`src/design/sli_pkg.sv`:
```
// Shared types and codes for the sorted list insert block.
// Used by sli_cell, sli_ctrl and sorted_list_insert; no dependencies.
package sli_pkg;

  localparam int unsigned DEPTH_DEF = 32;
  localparam int unsigned DATA_W    = 32;

  typedef logic signed [DATA_W-1:0] data_t;

  // Input operation codes
  typedef enum logic [1:0] {
    OP_INSERT = 2'd0,
    OP_READ   = 2'd1,
    OP_CLEAR  = 2'd2
  } op_t;

  // Result kind codes
  typedef enum logic [2:0] {
    KIND_INSERTED = 3'd0,
    KIND_FULL     = 3'd1,
    KIND_ENTRY    = 3'd2,
    KIND_EMPTY    = 3'd3,
    KIND_CLEARED  = 3'd4
  } kind_t;

  // Per-cycle command broadcast to every cell of the chain
  typedef enum logic [1:0] {
    CELL_HOLD   = 2'd0,
    CELL_INSERT = 2'd1,
    CELL_ROTATE = 2'd2
  } cell_op_t;

  typedef struct packed {
    cell_op_t op;
    data_t    value;
  } cell_cmd_t;

  typedef enum logic {
    ST_IDLE = 1'b0,
    ST_READ = 1'b1
  } state_t;

endpackage

```
`src/design/sorted_list_insert.sv`:
```
// Sorted list insert: ascending list of signed 32-bit values held in a
// chain of compare-and-shift cells (sli_cell) under sli_ctrl. Uses sli_pkg.
//
// Input channel (in_valid / in_stall): in_operation selects insert, read or
// clear; in_value is the value to insert. Result channel (out_valid /
// out_stall): out_kind, out_entry, out_last; out_last marks the final
// result of each input item.
// On insert every cell compares against the new value in parallel and the
// chain shifts in one step, and clear only resets the count, so a new item
// is accepted each cycle while the result register drains. The result is
// registered and shows in the cycle after the item is accepted. Insert into
// a full list is refused. A read rotates the chain one place per cycle
// while the result register can load and the head cell feeds it; in_stall
// stays high until the last entry is loaded. A read of an empty list gives
// one result. Operation code 3 is accepted and gives no result.
// Reset empties the list at once; the cell storage itself is not cleared.
// While out_stall is high the result register holds and, once it is full,
// in_stall rises and the chain freezes.
module sorted_list_insert
  import sli_pkg::*;
#(
  parameter int unsigned DEPTH = DEPTH_DEF
) (
  input  logic               clk,
  input  logic               rst_n,
  input  logic               in_valid,
  output logic               in_stall,
  input  logic [1:0]         in_operation,
  input  logic signed [31:0] in_value,
  output logic               out_valid,
  input  logic               out_stall,
  output logic [2:0]         out_kind,
  output logic signed [31:0] out_entry,
  output logic               out_last
);

  localparam int unsigned CNT_W = $clog2(DEPTH + 1);

  cell_cmd_t        cmd;
  logic [CNT_W-1:0] count;
  logic             gt   [DEPTH];
  data_t            vals [DEPTH];

  sli_ctrl #(
    .DEPTH (DEPTH)
  ) u_ctrl (
    .clk          (clk),
    .rst_n        (rst_n),
    .in_valid     (in_valid),
    .in_stall     (in_stall),
    .in_operation (in_operation),
    .in_value     (in_value),
    .out_valid    (out_valid),
    .out_stall    (out_stall),
    .out_kind     (out_kind),
    .out_entry    (out_entry),
    .out_last     (out_last),
    .head_val     (vals[0]),
    .cmd          (cmd),
    .count        (count)
  );

  for (genvar i = 0; i < DEPTH; i++) begin : g_cell
    logic  left_gt;
    data_t left_val;
    data_t right_val;

    if (i == 0) begin : g_head
      assign left_gt  = 1'b0;
      assign left_val = '0;
    end else begin : g_mid
      assign left_gt  = gt[i-1];
      assign left_val = vals[i-1];
    end

    if (i == DEPTH - 1) begin : g_tail
      assign right_val = vals[0];
    end else begin : g_body
      assign right_val = vals[i+1];
    end

    sli_cell #(
      .DEPTH (DEPTH),
      .IDX   (i)
    ) u_cell (
      .clk       (clk),
      .cmd       (cmd),
      .count     (count),
      .left_gt   (left_gt),
      .left_val  (left_val),
      .right_val (right_val),
      .head_val  (vals[0]),
      .gt        (gt[i]),
      .val       (vals[i])
    );
  end

endmodule

```
`src/design/sli_cell.sv`:
```
// One slot of the sorted chain: holds a value, compares against the broadcast
// insert value and shifts toward its neighbors. Depends on sli_pkg.
module sli_cell
  import sli_pkg::*;
#(
  parameter int unsigned DEPTH = DEPTH_DEF,
  parameter int unsigned IDX   = 0,
  localparam int unsigned CNT_W = $clog2(DEPTH + 1)
) (
  input  logic             clk,
  input  cell_cmd_t        cmd,
  input  logic [CNT_W-1:0] count,
  input  logic             left_gt,
  input  data_t            left_val,
  input  data_t            right_val,
  input  data_t            head_val,
  output logic             gt,
  output data_t            val
);

  data_t val_r;
  data_t val_nxt;
  logic  occupied;

  assign occupied = CNT_W'(IDX) < count;
  // Empty slots count as larger than anything so the insert lands at the tail
  assign gt  = !occupied || (val_r > cmd.value);
  assign val = val_r;

  always_comb begin
    val_nxt = val_r;
    unique case (cmd.op)
      CELL_INSERT: begin
        // First larger slot takes the new value, later ones take the left neighbor
        if (gt) begin
          val_nxt = left_gt ? left_val : cmd.value;
        end
      end
      CELL_ROTATE: begin
        // Rotate the occupied part: the head wraps to the last occupied slot
        val_nxt = (CNT_W'(IDX) == count - CNT_W'(1)) ? head_val : right_val;
      end
      default: val_nxt = val_r;
    endcase
  end

  always_ff @(posedge clk) begin
    val_r <= val_nxt;
  end

endmodule

```
`src/design/sli_ctrl.sv`:
```
// Control for the sorted list: handshakes, entry count, read-out sequencing
// and the result register. Depends on sli_pkg.
module sli_ctrl
  import sli_pkg::*;
#(
  parameter int unsigned DEPTH = DEPTH_DEF,
  localparam int unsigned CNT_W = $clog2(DEPTH + 1)
) (
  input  logic             clk,
  input  logic             rst_n,
  input  logic             in_valid,
  output logic             in_stall,
  input  logic [1:0]       in_operation,
  input  data_t            in_value,
  output logic             out_valid,
  input  logic             out_stall,
  output logic [2:0]       out_kind,
  output data_t            out_entry,
  output logic             out_last,
  input  data_t            head_val,
  output cell_cmd_t        cmd,
  output logic [CNT_W-1:0] count
);

  state_t           state_r, state_nxt;
  logic [CNT_W-1:0] count_r, count_nxt;
  logic [CNT_W-1:0] rd_idx_r, rd_idx_nxt;
  logic             out_valid_r, out_valid_nxt;
  kind_t            out_kind_r, out_kind_nxt;
  data_t            out_entry_r, out_entry_nxt;
  logic             out_last_r, out_last_nxt;

  logic can_load;
  logic accept;
  logic full;
  logic rd_last;

  assign can_load = !out_valid_r || !out_stall;
  assign full     = count_r == CNT_W'(DEPTH);
  assign rd_last  = rd_idx_r == count_r - CNT_W'(1);
  assign in_stall = (state_r != ST_IDLE) || !can_load;
  assign accept   = in_valid && !in_stall;

  // Next state
  always_comb begin
    state_nxt = state_r;
    unique case (state_r)
      ST_IDLE: begin
        if (accept && in_operation == OP_READ && count_r != '0) begin
          state_nxt = ST_READ;
        end
      end
      ST_READ: begin
        if (can_load && rd_last) begin
          state_nxt = ST_IDLE;
        end
      end
      default: state_nxt = ST_IDLE;
    endcase
  end

  // Outputs, cell command and datapath updates
  always_comb begin
    cmd.op        = CELL_HOLD;
    cmd.value     = in_value;
    count_nxt     = count_r;
    rd_idx_nxt    = rd_idx_r;
    out_valid_nxt = out_valid_r && out_stall;
    out_kind_nxt  = out_kind_r;
    out_entry_nxt = out_entry_r;
    out_last_nxt  = out_last_r;
    unique case (state_r)
      ST_IDLE: begin
        if (accept) begin
          unique case (in_operation)
            OP_INSERT: begin
              out_valid_nxt = 1'b1;
              out_entry_nxt = '0;
              out_last_nxt  = 1'b1;
              if (full) begin
                out_kind_nxt = KIND_FULL;
              end else begin
                cmd.op       = CELL_INSERT;
                count_nxt    = count_r + CNT_W'(1);
                out_kind_nxt = KIND_INSERTED;
              end
            end
            OP_READ: begin
              rd_idx_nxt = '0;
              if (count_r == '0) begin
                out_valid_nxt = 1'b1;
                out_kind_nxt  = KIND_EMPTY;
                out_entry_nxt = '0;
                out_last_nxt  = 1'b1;
              end
            end
            OP_CLEAR: begin
              count_nxt     = '0;
              out_valid_nxt = 1'b1;
              out_kind_nxt  = KIND_CLEARED;
              out_entry_nxt = '0;
              out_last_nxt  = 1'b1;
            end
            default: ; // unused code: drop the item
          endcase
        end
      end
      ST_READ: begin
        if (can_load) begin
          // Emit the head, then rotate so the next entry comes to the head
          cmd.op        = CELL_ROTATE;
          rd_idx_nxt    = rd_idx_r + CNT_W'(1);
          out_valid_nxt = 1'b1;
          out_kind_nxt  = KIND_ENTRY;
          out_entry_nxt = head_val;
          out_last_nxt  = rd_last;
        end
      end
      default: ;
    endcase
  end

  always_ff @(posedge clk) begin
    if (!rst_n) begin
      state_r     <= ST_IDLE;
      count_r     <= '0;
      rd_idx_r    <= '0;
      out_valid_r <= 1'b0;
    end else begin
      state_r     <= state_nxt;
      count_r     <= count_nxt;
      rd_idx_r    <= rd_idx_nxt;
      out_valid_r <= out_valid_nxt;
    end
  end

  always_ff @(posedge clk) begin
    out_kind_r  <= out_kind_nxt;
    out_entry_r <= out_entry_nxt;
    out_last_r  <= out_last_nxt;
  end

  assign out_valid = out_valid_r;
  assign out_kind  = out_kind_r;
  assign out_entry = out_entry_r;
  assign out_last  = out_last_r;
  assign count     = count_r;

  a_count_bound: assert property (@(posedge clk) disable iff (!rst_n)
    count_r <= CNT_W'(DEPTH))
    else $error("entry count beyond depth");

  a_insert_not_full: assert property (@(posedge clk) disable iff (!rst_n)
    cmd.op == CELL_INSERT |-> !full && state_r == ST_IDLE)
    else $error("insert issued to a full chain");

  a_rotate_in_read: assert property (@(posedge clk) disable iff (!rst_n)
    cmd.op == CELL_ROTATE |-> state_r == ST_READ && rd_idx_r < count_r)
    else $error("rotate outside read-out");

  a_read_holds_count: assert property (@(posedge clk) disable iff (!rst_n)
    state_r == ST_READ |=> count_r == $past(count_r))
    else $error("count changed during read-out");

  a_read_ends_last: assert property (@(posedge clk) disable iff (!rst_n)
    state_r == ST_READ && state_nxt == ST_IDLE |=> out_valid_r && out_last_r)
    else $error("read-out ended without a last entry");

endmodule

```
`config.mk`:
```
export PLATFORM = sky130hd
export DESIGN_NAME = sorted_list_insert
export DESIGN_NICKNAME = d
export VERILOG_FILES = /design/src/design/sli_pkg.sv /design/src/design/sorted_list_insert.sv /design/src/design/sli_cell.sv /design/src/design/sli_ctrl.sv
export SDC_FILE = /design/constraint.sdc
export NUM_CORES = 2
export LEC_CHECK = 0
export ABC_AREA = 1
export BUFFER_PORTS_ARGS = -buffer_cell sky130_fd_sc_hd__buf_2
export CAP_MARGIN = 20
export CELL_PAD_IN_SITES_DETAIL_PLACEMENT = 1
export CELL_PAD_IN_SITES_GLOBAL_PLACEMENT = 2
export CORE_AREA = 4 4 426 638
export CTS_CLUSTER_DIAMETER = 100
export DETAILED_ROUTE_END_ITERATION = 10
export DIE_AREA = 0 0 430 642
export GPL_ROUTABILITY_DRIVEN = 0
export PLACE_DENSITY = 0.75
export SYNTH_ARGS = -nofsm -noshare
export SYNTH_HDL_FRONTEND = slang
export SYNTH_SLANG_ARGS = --single-unit
```
`constraint.sdc`:
```
create_clock -name clk -period 4.9 [get_ports clk]
set_clock_uncertainty 0.1 [all_clocks]
set_input_delay 0.49 -clock clk [delete_from_list [all_inputs] [get_ports clk]]
set_output_delay 0.49 -clock clk [all_outputs]
set_load 0.01 [all_outputs]
```
==> metrics.txt <==
TritonCTS clock tree built; part of the power in registers 40.1%; DP HPWL approximately 330000 um; Switching Share 31.4%; Core ar. 0.266 mm2; port buffer count 75; Simple-Gate Fraction of Synth Area between 20 and 30%; Synth Warn # 0; # rows ~230; pre-CTS WS 0.811 ns; initial antenna violation count 40; clock group share of total power 41.8%; clk sinks 1074; crit start category register; via count 95000; Filler Cells Inserted 32800; Area Overhead vs Synth 10.6%; complex-gate fraction of the synthesized area about 14%; arrival time worst endpoint 4.48 ns; Design Power around 27 mW; worst-path fanout max 51; width of the die approximately 430 um; Reg2Reg Launch Point u_ctrl.count[1]$_SDFFE_PN0P_; count leader, synth nand2_1; reg-to-reg setup timing slack 0.87 ns; worst min path class in2reg; Yosys reg bits between 1000 and 1500; Root Driver clkbuf_16; cts bufs inserted 145; design area just over 0.1 mm2; DRT Pass-1 Iters 8; Final Hold Vio Count 0; Slew @ Worst Pin around 1.2 ns; mux cell area share after synthesis 0%; 1st-iter DRT viols 8187; WL per Instance 28.3 um; PwrDens around 260 mW/mm2; Clock transition at path regs about 0.070 ns; Die H 642 um; Worst IR Drop VDD 0.000241 V; unrepaired setup endpoints after global routing no; total wire length between 400000 and 500000 um; Required @ worst endpoint 5.35 ns; Pint 18.4 mW; Mapped Cells 12900; synth unique cells 47; Comb pwr share between 10% and 20%; max-cap viol count 0; DRC 0; mean post-synth cell area 7.19 um2; Hold Path Sink g_cell[11].u_cell.val[16]$_DFFE_PP_; largest net degree at the start of global routing ~130; clk buf depth 4; fin. max-slew vios 0; first-pass GRT wire length 667000 um; Max Clock Freq about 250 MHz; ys flop type edfxtp_1; top post-synthesis cells by area edfxtp_1, ha_1, nand2_1; Tmin final 4.03 ns; relative max-transition margin about a fifth; R2R Path End g_cell[27].u_cell.val[11]$_DFFE_PP_; vias per cell 5.83; outcome finished clean; post-synthesis sequential area ratio ~35%; DIE AREA 0.276 mm2; H-tree levels 4; Crit. End Element register; area of the multi-input gates 0.0519 mm2; post-route antenna net violation count 0; syn nets 14000; post-synth top area share about 34%; Skew-Pair Late Insertion Delay 0.83 ns; register area 0.0321 mm2; # nets final between 10000 and 15000; cell taking the most area after synthesis edfxtp_1; Mapped Area 0.0929 mm2; Hold Path Depth 5; Initial Util 34.9%; Worst Hold Launch in_value[16]; Worst R2R Path Depth 10; XOR/XNOR Fraction of Synth Area 0.0849%; Crit Path Class reg2reg; Total Routing Usage GR approximately a third; final global-route overflow total 0; fin crit share 82.2%; Final setup viols 0; number of I/O pins 76; layout cells sized above 1 6.26%; number of global-route vias before repair 99500; post_cts resized 0; largest family of logic cells by synthesized area simple AND/OR/NAND/NOR gates; number of enable flip-flop cells after synthesis 1060; Adder-Cell Fraction of Synth Area approximately 14%; P_sw 8.44 mW; PnR worst setup slack around 0.87 ns; leakage power 49.4 nW; Synth top cells by count nand2_1, nand3_1, a21oi_1; Fin Setup TNS 0 ns; Async SR Flop Fraction 0%; DP Area 0.0979 mm2
area by class of cell:
cell class | count | share of cell area, %
antenna | 14 | 0.0341
clock inverter | 67 | 0.765
tap | 3510 | 4.28
multi-input combinational | 9581 | 50.5
timing repair buffer | 499 | 4.27
inverter | 1360 | 5.05
sequential | 1074 | 31.3
clock buffer | 184 | 3.81
registers in the layout (all words and copies together) (netlist names):
signal,flops
u_ctrl.out_valid,1
g_cell.u_cell.val,1024
u_ctrl.count,6
u_ctrl.state_r,1
u_ctrl.rd_idx_r,6
u_ctrl.out_last,1
u_ctrl.out_kind,3
u_ctrl.out_entry,32
worst max path at each step:
stage	from	slack [ns]	to
5_1_grt	u_ctrl.count[1]$_SDFFE_PN0P_	0.78	g_cell[12].u_cell.val[25]$_DFFE_PP_
3_3_place_gp	in_value[12]	0.83	g_cell[0].u_cell.val[5]$_DFFE_PP_
6_report	u_ctrl.count[1]$_SDFFE_PN0P_	0.87	g_cell[27].u_cell.val[11]$_DFFE_PP_
3_5_place_dp	in_value[12]	0.81	g_cell[0].u_cell.val[11]$_DFFE_PP_
2_1_floorplan	in_value[29]	0.19	g_cell[0].u_cell.val[0]$_DFFE_PP_
4_1_cts	u_ctrl.count[1]$_SDFFE_PN0P_	0.91	g_cell[16].u_cell.val[17]$_DFFE_PP_
stage by stage:
| step | utilization, % | hold WS [ns] | cells |
|---|---|---|---|
| floorplan | - | 0.387 | 12900 |
| global placement | 36.8 | 0.411 | 16000 |
| detailed placement | 36.8 | 0.430 | 16000 |
| CTS | 38.5 | 0.101 | 16300 |
| global route | 38.6 | 0.143 | 16300 |
| finish | 38.6 | 0.160 | 16300 |
cell usage in the layout (no fill, tap or decap), drive strengths merged, types with 14 or more instances in the layout:
cell type | synthesis | final
clkinv | 0 | 42
bufinv | 0 | 18
dfxtp | 14 | 14
nor3 | 31 | 31
ha | 1036 | 1036
nand2 | 3354 | 3354
nand3 | 2093 | 2093
edfxtp | 1060 | 1060
clkbuf | 604 | 184
inv | 1360 | 1363
nand4 | 83 | 83
o211ai | 33 | 33
a21oi | 1400 | 1400
o21a | 55 | 55
o21ai | 1087 | 1087
buf | 290 | 498
nor2 | 338 | 338
diode | 0 | 14
nor4 | 14 | 14
layer usage:
metal  global-route usage [%]  routed length (um)  up-vias
li1                         -                   -    43400
met1                     37.3              175000    46900
met2                     54.5              218000     3395
met3                     4.74               28000     1261
met4                     22.4               38600        8
met5                    0.314                 170        -
power by group through the flow:
stage | clock network, mW | logic, mW | registers (mW)
after floorplan | 0 | 2.69 | 10.9
after global placement | 0 | 4.61 | 11.0
after detailed placement | 0 | 4.78 | 11.0
after CTS | 11.4 | 4.81 | 10.8
after global routing | 11.7 | 5.29 | 10.8
final | 11.2 | 4.86 | 10.8
timing repair:
action | CTS | global route
hold buffers | 1 | 0
hold endpoints to repair | 5 | 0
setup buffers | 0 | 0
cells by family after synthesis:
kind of cell / count (synthesis)
AO/OA/AOI/OAI: 2607
XOR/XNOR: 6
adder cells (fa/ha/maj): 1036
buffers and inverters: 2254
flip-flops: 1074
AND/OR/NAND/NOR: 5932
critical path: stages (launching register included):
cell and delay [ns]:
dfxtp_1 0.55, inv_1 0.29, ha_1 0.27, buf_4 0.20
xor2_4 0.19, inv_2 0.11, nand2_1 0.11, nor2_1 0.49
nand2_4 0.44, o21ai_0 0.78, nand2_1 0.11
No activity file was read; power rests on OpenSTA's default activity.
